==> src/hdl/teq_pkg.sv <==
// ----------------------------------------------------------------------------
// teq_pkg: shared types and constants of the timed event queue
// Sizes, mode and status codes, channel beats and the front/back command.
// ----------------------------------------------------------------------------
package teq_pkg;

  localparam int unsigned Capacity = 16;
  localparam int unsigned TimeBits = 32;
  localparam int unsigned TagBits  = 16;
  localparam int unsigned IdxBits  = $clog2(Capacity);
  localparam int unsigned CntBits  = $clog2(Capacity + 1);
  localparam int unsigned CmdDepth = 2;

  typedef enum logic [1:0] {
    MODE_ADD_AFTER = 2'd0,
    MODE_ADD_AT    = 2'd1,
    MODE_TICK      = 2'd2,
    MODE_FLUSH     = 2'd3
  } mode_e;

  typedef enum logic [2:0] {
    ST_ACCEPTED = 3'd0,
    ST_FULL     = 3'd1,
    ST_EXPIRED  = 3'd2,
    ST_NONE_DUE = 3'd3,
    ST_FLUSHED  = 3'd4
  } status_e;

  typedef enum logic [1:0] {
    OP_ADD   = 2'd0,
    OP_TICK  = 2'd1,
    OP_FLUSH = 2'd2
  } op_e;

  typedef struct packed {
    logic [1:0]          mode;
    logic [TimeBits-1:0] time_value;
    logic [TagBits-1:0]  event_tag;
    logic [TimeBits-1:0] current_time;
  } in_beat_t;

  typedef struct packed {
    logic [2:0]          status;
    logic [TagBits-1:0]  out_tag;
    logic [TimeBits-1:0] due_time;
    logic                last;
  } out_beat_t;

  // Classified command handed from front to back.
  typedef struct packed {
    op_e                 op;
    logic [TimeBits-1:0] when;
    logic [TagBits-1:0]  tag;
  } cmd_t;

endpackage

==> src/hdl/teq_front.sv <==
// ----------------------------------------------------------------------------
// teq_front: input decode
// Accepts input beats, resolves the due time of adds and queues commands.
// ----------------------------------------------------------------------------
module teq_front (
  input  logic             clk_i,
  input  logic             rst_ni,
  input  logic             in_valid_i,
  output logic             in_stall_o,
  input  teq_pkg::in_beat_t in_data_i,
  output logic             cmd_valid_o,
  input  logic             cmd_pop_i,
  output teq_pkg::cmd_t    cmd_o
);
  import teq_pkg::*;

  localparam int unsigned PtrBits = $clog2(CmdDepth);

  cmd_t                 fifo_q [CmdDepth];
  logic [PtrBits-1:0]   wr_q, wr_d, rd_q, rd_d;
  logic [PtrBits:0]     cnt_q, cnt_d;
  cmd_t                 cmd_new;
  logic [TimeBits:0]    sum;
  logic                 push;

  always_comb begin
    sum = {1'b0, in_data_i.current_time} + {1'b0, in_data_i.time_value};
    cmd_new.tag  = in_data_i.event_tag;
    cmd_new.when = in_data_i.time_value;
    cmd_new.op   = OP_ADD;
    unique case (mode_e'(in_data_i.mode))
      MODE_ADD_AFTER: begin
        // saturate at the top of the time range
        cmd_new.when = sum[TimeBits] ? '1 : sum[TimeBits-1:0];
      end
      MODE_ADD_AT: cmd_new.op = OP_ADD;
      MODE_TICK: begin
        cmd_new.op   = OP_TICK;
        cmd_new.when = in_data_i.current_time;
      end
      MODE_FLUSH: cmd_new.op = OP_FLUSH;
      default: cmd_new.op = OP_FLUSH;
    endcase
  end

  assign in_stall_o  = (cnt_q == (PtrBits+1)'(CmdDepth)) ? 1'b1 : 1'b0;
  assign push        = in_valid_i && !in_stall_o;
  assign cmd_valid_o = (cnt_q != '0);
  assign cmd_o       = fifo_q[rd_q];

  always_comb begin
    wr_d  = push ? wr_q + 1'b1 : wr_q;
    rd_d  = cmd_pop_i ? rd_q + 1'b1 : rd_q;
    cnt_d = cnt_q + (PtrBits+1)'(push) - (PtrBits+1)'(cmd_pop_i);
  end

  always_ff @(posedge clk_i or negedge rst_ni) begin
    if (!rst_ni) begin
      wr_q  <= '0;
      rd_q  <= '0;
      cnt_q <= '0;
    end else begin
      wr_q  <= wr_d;
      rd_q  <= rd_d;
      cnt_q <= cnt_d;
    end
  end

  always_ff @(posedge clk_i) begin
    if (push) begin
      fifo_q[wr_q] <= cmd_new;
    end
  end

endmodule

==> src/hdl/teq_back.sv <==
// ----------------------------------------------------------------------------
// teq_back: ordered store and result generator
// Shift-register store, earliest first; one result per cycle unless stalled.
// ----------------------------------------------------------------------------
module teq_back (
  input  logic              clk_i,
  input  logic              rst_ni,
  input  logic              cmd_valid_i,
  output logic              cmd_pop_o,
  input  teq_pkg::cmd_t     cmd_i,
  output logic              out_valid_o,
  input  logic              out_stall_i,
  output teq_pkg::out_beat_t out_data_o
);
  import teq_pkg::*;

  logic [TimeBits-1:0] due_q [Capacity];
  logic [TagBits-1:0]  tag_q [Capacity];
  logic [CntBits-1:0]  cnt_q;
  logic                out_valid_q;
  out_beat_t           out_q;
  out_beat_t           out_d;

  logic                slot_free;
  logic                head_due;
  logic                more_due;
  logic                full;
  logic [Capacity-1:0] ge;           // entry i due later than new time

  assign slot_free = !out_valid_q || !out_stall_i;
  assign full      = (cnt_q == CntBits'(Capacity));
  assign head_due  = (cnt_q != '0) && (due_q[0] <= cmd_i.when);
  assign more_due  = (cnt_q > CntBits'(1)) && (due_q[1] <= cmd_i.when);
  assign cmd_pop_o = cmd_valid_i && slot_free &&
                     (cmd_i.op != OP_TICK || !head_due || !more_due);

  always_comb begin
    for (int i = 0; i < Capacity; i++) begin
      ge[i] = (CntBits'(i) < cnt_q) && (due_q[i] > cmd_i.when);
    end
  end

  always_comb begin
    out_d      = '0;
    out_d.last = 1'b1;
    unique case (cmd_i.op)
      OP_ADD: begin
        out_d.due_time = cmd_i.when;
        out_d.status   = full ? ST_FULL : ST_ACCEPTED;
      end
      OP_TICK: begin
        if (head_due) begin
          out_d.status   = ST_EXPIRED;
          out_d.out_tag  = tag_q[0];
          out_d.due_time = due_q[0];
          out_d.last     = !more_due;
        end else begin
          out_d.status = ST_NONE_DUE;
        end
      end
      OP_FLUSH: out_d.status = ST_FLUSHED;
      default:  out_d.status = ST_FLUSHED;
    endcase
  end

  assign out_valid_o = out_valid_q;
  assign out_data_o  = out_q;

  always_ff @(posedge clk_i or negedge rst_ni) begin
    if (!rst_ni) begin
      cnt_q       <= '0;
      out_valid_q <= 1'b0;
    end else begin
      if (!slot_free) begin
        // hold
      end else if (!cmd_valid_i) begin
        out_valid_q <= 1'b0;
      end else begin
        out_valid_q <= 1'b1;
        unique case (cmd_i.op)
          OP_ADD:   if (!full) cnt_q <= cnt_q + 1'b1;
          OP_TICK:  if (head_due) cnt_q <= cnt_q - 1'b1;
          OP_FLUSH: cnt_q <= '0;
          default:  cnt_q <= cnt_q;
        endcase
      end
    end
  end

  always_ff @(posedge clk_i) begin
    if (slot_free && cmd_valid_i) begin
      out_q <= out_d;
      unique case (cmd_i.op)
        OP_ADD: begin
          if (!full) begin
            // shift later entries up, insert after equal times
            for (int i = Capacity - 1; i > 0; i--) begin
              if (ge[i-1]) begin
                due_q[i] <= due_q[i-1];
                tag_q[i] <= tag_q[i-1];
              end else if (ge[i] || CntBits'(i) == cnt_q) begin
                due_q[i] <= cmd_i.when;
                tag_q[i] <= cmd_i.tag;
              end
            end
            if (ge[0] || cnt_q == '0) begin
              due_q[0] <= cmd_i.when;
              tag_q[0] <= cmd_i.tag;
            end
          end
        end
        OP_TICK: begin
          if (head_due) begin
            // advance the store by one
            for (int i = 0; i < Capacity - 1; i++) begin
              due_q[i] <= due_q[i+1];
              tag_q[i] <= tag_q[i+1];
            end
          end
        end
        default: begin
        end
      endcase
    end
  end

endmodule

==> src/hdl/timed_event_queue_unit.sv <==
// ----------------------------------------------------------------------------
// timed_event_queue_unit: timer priority queue top level
// Front decode, two-entry command queue, ordered store back end.
// ----------------------------------------------------------------------------
// Input beats carry a mode, a time value, a tag and the timer reading. Adds
// and flushes give one result beat; a tick gives one beat per expired entry
// (earliest first, last set on the final one) or one none-due beat.
// An accepted input beat is written into the command queue, and the back end
// registers its result in the output register. A tick releases expired
// entries one at a time, limited by the single read/shift port of the store.
// The command queue keeps accepting while a result waits in the output
// register. Reset empties the store and the queue. When out_stall_i is high
// the output beat holds and the back end waits; the front end fills its
// queue and then raises in_stall_o.
// ----------------------------------------------------------------------------
module timed_event_queue_unit (
  input  logic               clk_i,
  input  logic               rst_ni,
  input  logic               in_valid_i,
  output logic               in_stall_o,
  input  teq_pkg::in_beat_t  in_data_i,
  output logic               out_valid_o,
  input  logic               out_stall_i,
  output teq_pkg::out_beat_t out_data_o
);
  import teq_pkg::*;

  logic cmd_valid;
  logic cmd_pop;
  cmd_t cmd;

  teq_front u_front (
    .clk_i, .rst_ni, .in_valid_i, .in_stall_o, .in_data_i,
    .cmd_valid_o(cmd_valid), .cmd_pop_i(cmd_pop), .cmd_o(cmd)
  );

  teq_back u_back (
    .clk_i, .rst_ni, .cmd_valid_i(cmd_valid), .cmd_pop_o(cmd_pop), .cmd_i(cmd),
    .out_valid_o, .out_stall_i, .out_data_o
  );

  a_pop_valid: assert property (@(posedge clk_i) disable iff (!rst_ni)
    cmd_pop |-> cmd_valid) else $error("pop of empty command queue");
  a_hold: assert property (@(posedge clk_i) disable iff (!rst_ni)
    out_valid_o && out_stall_i |=> out_valid_o && $stable(out_data_o))
    else $error("result beat changed while stalled");
  a_status: assert property (@(posedge clk_i) disable iff (!rst_ni)
    out_valid_o && !out_data_o.last |-> out_data_o.status == ST_EXPIRED)
    else $error("non-final beat with non-expired status");

endmodule
==> config.mk <==
export PLATFORM = sky130hd
export DESIGN_NAME = timed_event_queue_unit
export DESIGN_NICKNAME = d
export VERILOG_FILES = /design/src/hdl/teq_pkg.sv /design/src/hdl/teq_front.sv /design/src/hdl/teq_back.sv /design/src/hdl/timed_event_queue_unit.sv
export SDC_FILE = /design/constraint.sdc
export NUM_CORES = 2
export LEC_CHECK = 0
export BUFFER_PORTS_ARGS = -buffer_cell sky130_fd_sc_hd__buf_4
export CORE_MARGIN = 4
export CORE_UTILIZATION = 60
export CTS_CLUSTER_SIZE = 40
export DETAILED_ROUTE_END_ITERATION = 8
export PLACE_DENSITY = 0.77
export SETUP_SLACK_MARGIN = 0.1
export SYNTH_ARGS = -nofsm -noshare
export SYNTH_HDL_FRONTEND = slang
export SYNTH_SLANG_ARGS = --single-unit
==> constraint.sdc <==
create_clock -name clk_i -period 8.8 [get_ports clk_i]
set_input_delay 2.2 -clock clk_i [delete_from_list [all_inputs] [get_ports clk_i]]
set_output_delay 2.2 -clock clk_i [all_outputs]
set_load 0.01 [all_outputs]
==> results.yml <==
logic_synthesis:
  ys_types: 90
  netlist_area_mm2: 0.05785
  synth_warnings: 0
  yosys-top-cells-area: "edfxtp_1 48%, ha_1 12%, nand2_1 5.5%"
  ys_ff_latch: 930
  synth_edf_count: 920
  syn-instance-count: 5496
  ys.flop_type: "edfxtp_1"
  synth_top_area_frac: 0.4775
  syn_area_per_cell_um2: 10.53
  synth_nets: 6138
  yosysTopAreaCell: "edfxtp_1"
  async_flop_share: 0.01075
  ys_seq_area_frac: 0.4818
route:
  wl_per_cell_um: 27.61
  dr.pass1.iters: 7
  drt_iter0_drc: 6869
  drc: 0
  totalWireLength_um: 188700
  num_vias: 47830
  ant_nets: 0
  viasPerCell: 7.000
clocking:
  post_cts_buffers: 0
  clkTransAtPathRegs_ns: 0.06
  cts_tree: "yes"
  cts_resized: 0
  cts_buffers: 100
  insertion_delay_ns: 0.74
  cts_hold_buf: 0
  cts_sinks: 930
  htreeDepth: 3
  cts_max_path_buffers: 3
  root_buffer: "clkbuf_16"
setup_path:
  required_ns: 9.10
  end_kind: "flop"
  reg2reg_depth: 12
  arrival_ns: 7.20
  crit_type: "flop to flop"
  path_max_fanout: 50
  start_kind: "flop"
global_routing:
  track_usage: 0.3622
  overflow: 0
  grt_max_degree: 133
  grt_first_pass_wirelength_um: 283100
  grt_pass1_vias: 45990
  antenna_found_initial: 6
sta:
  finalHoldViolations: 0
  timing.hold.ws_ns: 0.5273
  worstMarginPinSlew_ns: 1.394
  finClkSkew_ns: 0.06762
  maxSlewViolCount: 0
  period_share: 0.7837
  timing.final.crit_period_ns: 6.897
  slew-limit-headroom: 0.06108
  finalSetupViolCount: 0
  fmax_ghz: 0.1450
  timing.final.ws_setup_ns: 1.903
  rsz0062_at_grt: "no"
floorplanning:
  fp.dieW_um: 318.5
  core_area_mm2: 0.09529
  die_h_um: 318.5
  dieArea_mm2: 0.1015
  rows: 113
  ios: 140
  start_util: 0.6071
pwr:
  power_switching_w: 0.01037
  p_clk_frac: 0.183
  seqPwrFrac: 0.353
  swShare: 0.4404
  ir_worst_vdd_uv: 338.0
  comb_power_share: 0.464
  powerDensity_mw_per_mm2: 371.9
  internal-power_w: 0.01317
  p_leak_nw: 22.97
  p_total_w: 0.02354
cells_and_area:
  final_nets: 6127
  drive_gt1_frac: 0.09795
  fillers: 7346
  final_cells: 6833
  synthToLayoutAreaGrowth_pct: 9.436
place:
  gp_congestion: 1.036
  port-buffer-count: 139
  pre_cts_slack_ns: 2.254
  hpwl_um: 128700
  place_inst: 6648
worst_hold_path:
  whs_path_depth: 1
  hp-class: "flop to flop"
run:
  max_cap_violations: 0
run_status:
  status: "complete, no violations"
==> final timing paths <==
path | slack [ns] | start | to
setup / recovery | 1.90 | u_front.rd_q | u_back.due_q[1][30]
max in group asynchronous | 7.21 | rst_ni | u_front.rd_q
setup reg to reg | 1.90 | u_front.rd_q | u_back.due_q[1][30]
hold reg to reg | 0.53 | u_front.cnt_q[1] | u_front.cnt_q[1]
hold / removal | 0.53 | u_front.cnt_q[1] | u_front.cnt_q[1]
min in group asynchronous | 1.33 | rst_ni | u_front.cnt_q[1]
==> registers in the layout, summed over array words and instances, names as in the netlist <==
name / count
u_back.due_q: 512
u_back.tag_q: 256
u_front.fifo_q: 100
u_back.out_data_o: 52
u_back.cnt_q: 5
u_front.cnt_q: 2
u_back.out_valid_o: 1
u_front.rd_q: 1
u_front.wr_q: 1
==> kinds of logic after synthesis <==
logic type      Yosys count  synth area share
fa+ha+maj               556            0.1204
simple gates           1723            0.1330
buf+inv                 489           0.03737
compound gates         1385            0.1545
flops                   930            0.4818
xor+xnor                 29          0.004390
mux                     384           0.06849
==> stage by stage <==
step / area (um^2) / setup TNS (ns) / utilization
global placement: 60020 / 0 / 0.6298
global route: 63300 / 0 / 0.6643
CTS: 63300 / 0 / 0.6643
floorplan: 57850 / -324.64 / -
finish: 63310 / 0 / 0.6644
detailed placement: 60030 / 0 / 0.6300
==> critical path, cell delays in order, from the launching register on <==
cell	delay, ns
dfrtp_2	0.74
mux2_2	0.65
inv_1	0.58
ha_1	0.51
nand2_1	0.10
o21ai_0	1.09
a221oi_1	0.50
o211ai_1	0.29
a21oi_1	0.14
nor3b_2	0.37
o211ai_1	0.13
buf_4	0.39
nand2b_4	0.93
==> power groups by stage <==
stage | sequential (W) | clock [W] | combinational (W)
after global placement | 0.00830 | 0 | 0.0101
after global routing | 0.00840 | 0.00450 | 0.0118
after floorplan | 0.00803 | 0 | 0.00679
after detailed placement | 0.00830 | 0 | 0.0105
after CTS | 0.00825 | 0.00431 | 0.0106
final | 0.00832 | 0.00430 | 0.0109
==> metal layers <==
metal | wire [um] | vias to the layer above | GRT usage
li1 | - | 20990 | -
met1 | 70040 | 22880 | 0.4749
met2 | 81250 | 3268 | 0.5377
met3 | 24180 | 681 | 0.09870
met4 | 13170 | 8 | 0.2217
met5 | 61 | - | 0
==> cells in the mapped netlist, drive strengths merged, types with 43 or more instances <==
library cell	n
a211oi	43
a21o	86
a21oi	245
a221oi	43
buf	167
clkbuf	186
edfxtp	920
ha	555
inv	133
mux2	95
mux2i	289
nand2	852
nand3	388
nand4	94
nor2	207
o211ai	314
o21ai	444
o221ai	54
==> final cells by class <==
class / instances / area (um^2) / share of cell area
clock buffers: 122 / 2645 / 0.04178
clock inverters: 59 / 624.3 / 0.009861
diodes: 4 / 10.01 / 0.0001581
multi-input cells: 4077 / 28100 / 0.4438
well taps: 1265 / 1583 / 0.02500
flip-flops and latches: 930 / 27880 / 0.4403
inverters: 136 / 510.5 / 0.008063
repair buffers: 240 / 1964 / 0.03103
==> cells in the final DEF (no fill, tap or decap), types with 16 or more instances in the layout <==
| master | instances |
|---|---|
| mux2i_1 | 289 |
| nand3_1 | 387 |
| o21ai_0 | 414 |
| nor2_1 | 204 |
| ha_1 | 555 |
| clkbuf_1 | 16 |
| xnor2_1 | 19 |
| o211ai_1 | 313 |
| o21ai_1 | 19 |
| and2_1 | 21 |
| and4_1 | 16 |
| edfxtp_1 | 920 |
| o22ai_1 | 33 |
| nand4_1 | 94 |
| clkbuf_16 | 100 |
| a221oi_1 | 33 |
| clkinv_2 | 19 |
| a21oi_1 | 243 |
| buf_4 | 227 |
| nand2_1 | 848 |
| nor4_1 | 30 |
| a21o_1 | 86 |
| nor2b_1 | 28 |
| nor3_1 | 34 |
| a211oi_1 | 41 |
| inv_1 | 133 |
| clkinv_1 | 24 |
| mux2_2 | 95 |
| o221ai_1 | 54 |
No activity file was read; power rests on OpenSTA's default activity.
